<file path="src/hw/rtl/lbpg_pkg.sv">
// Package for the LED blink pattern generator.
// Holds mode codes, register indexes, widths and reset values; no dependencies.
`default_nettype none

package lbpg_pkg;

    localparam int CNT_W    = 16;
    localparam int FLASH_W  = 8;
    localparam int CFG_IDX_W = 2;
    localparam int CFG_DATA_W = 16;

    localparam logic [CNT_W-1:0] FLASH_TICKS = CNT_W'(200);
    localparam logic [CNT_W-1:0] PAUSE_TICKS = CNT_W'(1000);

    localparam logic [CNT_W-1:0]   ON_TICKS_RST     = CNT_W'(500);
    localparam logic [CNT_W-1:0]   OFF_TICKS_RST    = CNT_W'(500);
    localparam logic [FLASH_W-1:0] BLINK_TARGET_RST = '0;

    typedef enum logic [1:0] {
        MODE_DARK  = 2'd0,
        MODE_ON    = 2'd1,
        MODE_BLINK = 2'd2,
        MODE_BURST = 2'd3
    } mode_t;

    typedef enum logic [CFG_IDX_W-1:0] {
        REG_MODE_SELECT  = 2'd0,
        REG_ON_TICKS     = 2'd1,
        REG_OFF_TICKS    = 2'd2,
        REG_BLINK_TARGET = 2'd3
    } reg_idx_t;

endpackage

`default_nettype wire

</file>
<file path="src/hw/rtl/led_blink_pattern_generator_core.sv">
// LED blink pattern generator top level: tick requests in, LED level and
// burst-complete flag out. Depends on lbpg_pkg.
// The result is registered for the cycle after a request is taken. One request
// per cycle while out_ready keeps up, set by the single increment-compare-update on the pattern counters.
// Reset: async active low; pattern state cleared, registers to defaults
// (off mode, 500/500 ticks, zero target), no result pending.
`default_nettype none

module led_blink_pattern_generator_core (
    input  wire logic                             clk,
    input  wire logic                             rst_n,
    input  wire logic                             in_valid,
    output logic                                  in_ready,
    input  wire logic                             tick_pulse,
    output logic                                  out_valid,
    input  wire logic                             out_ready,
    output logic                                  led_on,
    output logic                                  burst_done,
    input  wire logic                             cfg_valid,
    output logic                                  cfg_ready,
    input  wire logic [lbpg_pkg::CFG_IDX_W-1:0]   cfg_index,
    input  wire logic [lbpg_pkg::CFG_DATA_W-1:0]  cfg_data
);

    lbpg_pkg::mode_t                     mode_reg, mode_next;
    logic [lbpg_pkg::CNT_W-1:0]          on_ticks_reg, on_ticks_next;
    logic [lbpg_pkg::CNT_W-1:0]          off_ticks_reg, off_ticks_next;
    logic [lbpg_pkg::FLASH_W-1:0]        target_reg, target_next;
    logic                                lit_reg, lit_next;
    logic [lbpg_pkg::CNT_W-1:0]          count_reg, count_next;
    logic [lbpg_pkg::FLASH_W-1:0]        flashes_reg, flashes_next;
    logic                                pause_reg, pause_next;
    logic                                out_valid_reg, out_valid_next;
    logic                                led_reg, led_next;
    logic                                done_reg, done_next;

    logic                                in_take;
    logic                                cfg_take;
    logic [lbpg_pkg::CNT_W-1:0]          limit;
    logic [lbpg_pkg::CNT_W:0]            count_inc;
    logic                                wrap;
    logic [lbpg_pkg::FLASH_W-1:0]        flashes_inc;

    assign in_ready  = !out_valid_reg || out_ready;
    assign cfg_ready = 1'b1;
    assign in_take   = in_valid && in_ready;
    assign cfg_take  = cfg_valid && cfg_ready;

    assign out_valid  = out_valid_reg;
    assign led_on     = led_reg;
    assign burst_done = done_reg;

    always_comb
    begin
        if (mode_reg == lbpg_pkg::MODE_BLINK)
        begin
            limit = lit_reg ? on_ticks_reg : off_ticks_reg;
        end
        else if (pause_reg)
        begin
            limit = lbpg_pkg::PAUSE_TICKS;
        end
        else
        begin
            limit = lbpg_pkg::FLASH_TICKS;
        end
    end

    assign count_inc   = {1'b0, count_reg} + (lbpg_pkg::CNT_W+1)'(1);
    assign wrap        = count_inc >= {1'b0, limit};
    assign flashes_inc = flashes_reg + lbpg_pkg::FLASH_W'(1);

    always_comb
    begin
        mode_next      = mode_reg;
        on_ticks_next  = on_ticks_reg;
        off_ticks_next = off_ticks_reg;
        target_next    = target_reg;
        lit_next       = lit_reg;
        count_next     = count_reg;
        flashes_next   = flashes_reg;
        pause_next     = pause_reg;

        if (in_take && tick_pulse)
        begin
            unique case (mode_reg)
                lbpg_pkg::MODE_DARK:
                begin
                    lit_next = 1'b0;
                end
                lbpg_pkg::MODE_ON:
                begin
                    lit_next = 1'b1;
                end
                lbpg_pkg::MODE_BLINK:
                begin
                    count_next = wrap ? '0 : count_inc[lbpg_pkg::CNT_W-1:0];
                    if (wrap)
                    begin
                        lit_next = !lit_reg;
                    end
                end
                default:
                begin
                    count_next = wrap ? '0 : count_inc[lbpg_pkg::CNT_W-1:0];
                    if (wrap)
                    begin
                        if (pause_reg)
                        begin
                            pause_next   = 1'b0;
                            flashes_next = '0;
                        end
                        else if (lit_reg)
                        begin
                            lit_next     = 1'b0;
                            flashes_next = flashes_inc;
                            if (flashes_inc >= target_reg)
                            begin
                                pause_next = 1'b1;
                            end
                        end
                        else
                        begin
                            lit_next = 1'b1;
                        end
                    end
                end
            endcase
        end

        if (cfg_take)
        begin
            unique case (lbpg_pkg::reg_idx_t'(cfg_index))
                lbpg_pkg::REG_MODE_SELECT:
                begin
                    mode_next    = lbpg_pkg::mode_t'(cfg_data[1:0]);
                    count_next   = '0;
                    flashes_next = '0;
                    pause_next   = 1'b0;
                    lit_next     = (lbpg_pkg::mode_t'(cfg_data[1:0]) == lbpg_pkg::MODE_ON);
                end
                lbpg_pkg::REG_ON_TICKS:
                begin
                    on_ticks_next = cfg_data;
                end
                lbpg_pkg::REG_OFF_TICKS:
                begin
                    off_ticks_next = cfg_data;
                end
                lbpg_pkg::REG_BLINK_TARGET:
                begin
                    target_next = cfg_data[lbpg_pkg::FLASH_W-1:0];
                end
                default:
                begin
                end
            endcase
        end
    end

    always_comb
    begin
        out_valid_next = out_valid_reg;
        led_next       = led_reg;
        done_next      = done_reg;
        if (in_take)
        begin
            out_valid_next = 1'b1;
            led_next       = lit_next;
            done_next      = pause_next;
        end
        else if (out_ready)
        begin
            out_valid_next = 1'b0;
        end
    end

    always_ff @(posedge clk or negedge rst_n)
    begin
        if (!rst_n)
        begin
            mode_reg      <= lbpg_pkg::MODE_DARK;
            on_ticks_reg  <= lbpg_pkg::ON_TICKS_RST;
            off_ticks_reg <= lbpg_pkg::OFF_TICKS_RST;
            target_reg    <= lbpg_pkg::BLINK_TARGET_RST;
            lit_reg       <= 1'b0;
            count_reg     <= '0;
            flashes_reg   <= '0;
            pause_reg     <= 1'b0;
            out_valid_reg <= 1'b0;
        end
        else
        begin
            mode_reg      <= mode_next;
            on_ticks_reg  <= on_ticks_next;
            off_ticks_reg <= off_ticks_next;
            target_reg    <= target_next;
            lit_reg       <= lit_next;
            count_reg     <= count_next;
            flashes_reg   <= flashes_next;
            pause_reg     <= pause_next;
            out_valid_reg <= out_valid_next;
        end
    end

    always_ff @(posedge clk)
    begin
        led_reg  <= led_next;
        done_reg <= done_next;
    end

endmodule

`default_nettype wire
</file>
<file path="config.mk">
export PLATFORM = sky130hd
export DESIGN_NAME = led_blink_pattern_generator_core
export DESIGN_NICKNAME = d
export VERILOG_FILES = /design/src/hw/rtl/lbpg_pkg.sv /design/src/hw/rtl/led_blink_pattern_generator_core.sv
export SDC_FILE = /design/constraint.sdc
export NUM_CORES = 1
export LEC_CHECK = 0
export BUFFER_PORTS_ARGS = -buffer_cell sky130_fd_sc_hd__buf_2
export CORE_AREA = 2 2 129 106
export DETAILED_ROUTE_END_ITERATION = 8
export DIE_AREA = 0 0 131 108
export GPL_TIMING_DRIVEN = 0
export PLACE_DENSITY = 0.51
export SYNTH_ARGS = -nofsm -noshare
export SYNTH_HDL_FRONTEND = slang
export SYNTH_SLANG_ARGS = --single-unit
</file>
<file path="constraint.sdc">
create_clock -name clk -period 4 [get_ports clk]
set_input_delay 0.2 -clock clk [delete_from_list [all_inputs] [get_ports clk]]
set_output_delay 0.2 -clock clk [all_outputs]
set_load 0.03 [all_outputs]
</file>
==> results.txt <==
status -> finished clean
# port buffers -> 27
Die Span Y -> 108 um
setup slack, reg-to-reg -> 0.26 ns
met1 Usage GRT -> 0.2638
r2r endpoint -> burst_done
CTS tree -> yes
power density over the cells -> 515.9 nW/um2
Synth Flop Type -> dfrtp_1
number of global-route vias before repair -> 3391
fin area -> 5186 um2
pin count of the biggest net entering global routing -> 44
synthesis-to-finish area growth -> 16.69%
Reg clk slew, reported paths -> 0.06 ns
Post-Syn Nets -> 503
nets -> 543
IO Pins -> 29
H-tree lvl count -> 3
clk sinks -> 71
clk root buf -> clkbuf_16
netlist area before placement -> 4444 um2
Antenna Violating Nets Remaining -> 0
Post-DP HPWL -> 8.223 mm
Yosys top cell area share -> 0.3209
Final Setup Violations -> 0
Syn. warnings -> 0
DRC viols -> 0
drt initial violations -> 201
dpl cell area -> 4828 um2
starting density of the core -> 0.3491
Most Crowded Layer GR -> met1
area leader, netlist -> dfrtp_1
Detailed Routing Iterations Pass 1 -> 4
num rows -> 37
worst skew pair latency -> 0.33 ns
critical path peak fanout -> 10
maximum vdd drop -> 0.0002829 V
Longest Clk Path Bufs -> 2
first-pass GRT wire length -> 18.13 mm
count leader, synth -> dfrtp_1
Slew @ Worst Pin -> 0.7682 ns
crit path kind -> register to register
Max Cap Viol -> 0
# fillers -> 1250
Die W -> 131 um
Seq cells post-synth -> 71
Remaining Overflow, GRT -> 0
CTS buffer count -> 9
routed length per instance -> 16.51 um
Pleak -> 0.002282 uW
Post-Synthesis Cells -> 453
Placed Cells -> 656
FMAX -> 0.2673 GHz
setup repair after global routing missed its margin -> false
post-synth cell types -> 57
Final GP Congestion -> 0.9067
worst setup path endpoint -> burst_done
share of layout cells above drive strength 1 -> 0.2570
die area -> 14150 um2
Reg-to-Reg Start -> count_reg[0]
Synth async-reset ratio -> 0.9718
Final Cycle Share -> 0.9351
met3 Usage GRT -> 0.03216
diodes inserted -> 0
main area contributors after synthesis -> dfrtp_1 32%, mux2_2 12%, ha_1 7.3%, dfstp_2 7.1%, nand2_1 4.4%
fin cells -> 673
postcts setup bufs -> 0
Arr. time, crit path -> 3.82 ns
Mean Syn Cell Area -> 9.811 um2
met2 Usage GRT -> 0.2372
worst min path class -> input pin to register
Core ar. -> 12730 um2
CP startpoint kind -> register
Post-synth top cells -> 57 x dfrtp_1, 52 x nand2_1, 49 x mux2_2
routed via count -> 3459
Worst Skew -> 0.004420 ns
slew margin rel. -> 0.4825
crit path capture type -> register
Final Hold Violating Endpoints -> 0
CP required -> 4.08 ns
Max Slew Vio Count -> 0
post-synthesis sequential area ratio -> 0.4054
initial antenna violation count -> 0
r2r worst-path depth -> 13
DRT Wirelength -> 11.11 mm
GR Util All Layers -> 0.1697
number of flops mapped to enable cells by yosys -> 2
Setup TNS -> 0 ns
CP Launch Point -> count_reg[0]
Vias/cell -> 5.140
Final Critical Period -> 3.741 ns
## cells by family after synthesis
family,after synthesis,synth area share
XOR/XNOR,30,0.05912
AND/OR/NAND/NOR,164,0.1889
other,1,0.0008438
multiplexers,50,0.1264
flip-flops,71,0.4054
adder cells (fa/ha/maj),26,0.07320
buffers and inverters,33,0.03491
AO/OA/AOI/OAI,78,0.1112
## what timing repair did
item,CTS,global route
resized for setup,1,5
endpoints found under the hold margin,22,0
endpoints found under the setup margin,6,6
cloned,0,0
hold buffers,1,0
pin swaps,0,0
## power by group
| group | leakage, uW | total, uW | switching, uW | internal (uW) |
|---|---|---|---|---|
| Combinational | 0.00128 | 830 | 458 | 371 |
| Sequential | 0.000840 | 933 | 82.7 | 850 |
| Clock | 0.000166 | 913 | 323 | 590 |
| Total | 0.00228 | 2680 | 864 | 1810 |
## worst min-delay path by stage
| stage | cells past startpoint | slack (ns) | endpoint | from |
|---|---|---|---|---|
| finish | 2 | 0.11 | on_ticks_reg[15] | cfg_data[15] |
| global route | 2 | 0.10 | on_ticks_reg[10] | cfg_data[10] |
| CTS | 2 | 0.10 | on_ticks_reg[12] | cfg_data[12] |
| detailed placement | 1 | 0.15 | count_reg[8] | rst_n |
| global placement | 2 | 0.44 | off_ticks_reg[13] | cfg_data[13] |
| floorplan | 0 | -0.1 | count_reg[0] | rst_n |
## routing by layer
layer  vias to the layer above  part of all wire
met2                        79              0.40
met3                        12             0.044
met4                         0             0.013
met1                      1659              0.54
met5                         -                 0
li1                       1709                 -
## final cells by class
type	instances	area, um2	area share
buffer	20	108.9	0.02099
clock buffer	11	254.0	0.04897
clock inverter	5	86.33	0.01665
inverter	13	48.80	0.009409
multi-input combinational	349	2492	0.4806
sequential	71	1802	0.3474
tap	175	219.0	0.04222
timing repair buffer	29	175.2	0.03378
## cell usage in the layout, fill, tap and decap left out, types with 16 or more instances in the layout
cell type / n
mux2_2: 49
xor2_1: 17
ha_1: 26
dfrtp_1: 57
nand2_1: 52
o21ai_0: 22
nor3_1: 16
nor2_1: 23
buf_2: 29
a21oi_1: 19
## metrics by stage
step                setup WS (ns)  utilization  hold WS (ns)  total power [uW]
finish                     0.2594       0.4074        0.1114              2676
global route              0.02390       0.4074        0.1029              2869
CTS                       0.02699       0.4069        0.1001              2698
detailed placement        -0.1959       0.3793        0.1470              1765
global placement          -0.2390       0.3769        0.4448              1735
floorplan                  0.8046            -      -0.09559              1528
## worst max-delay path: stages, from the launching register on
cell and delay [ns]:
dfrtp_1 0.46, ha_1 0.27, nand3_1 0.21, nor2_1 0.26
nand3_1 0.13, xnor2_1 0.31, ha_1 0.31, a211oi_1 0.23
nor2_1 0.08, o21ai_0 0.23, nand3_2 0.30, a21o_1 0.24
buf_2 0.18, a31o_2 0.25
Note: power is estimated with default switching activity, not from simulation.
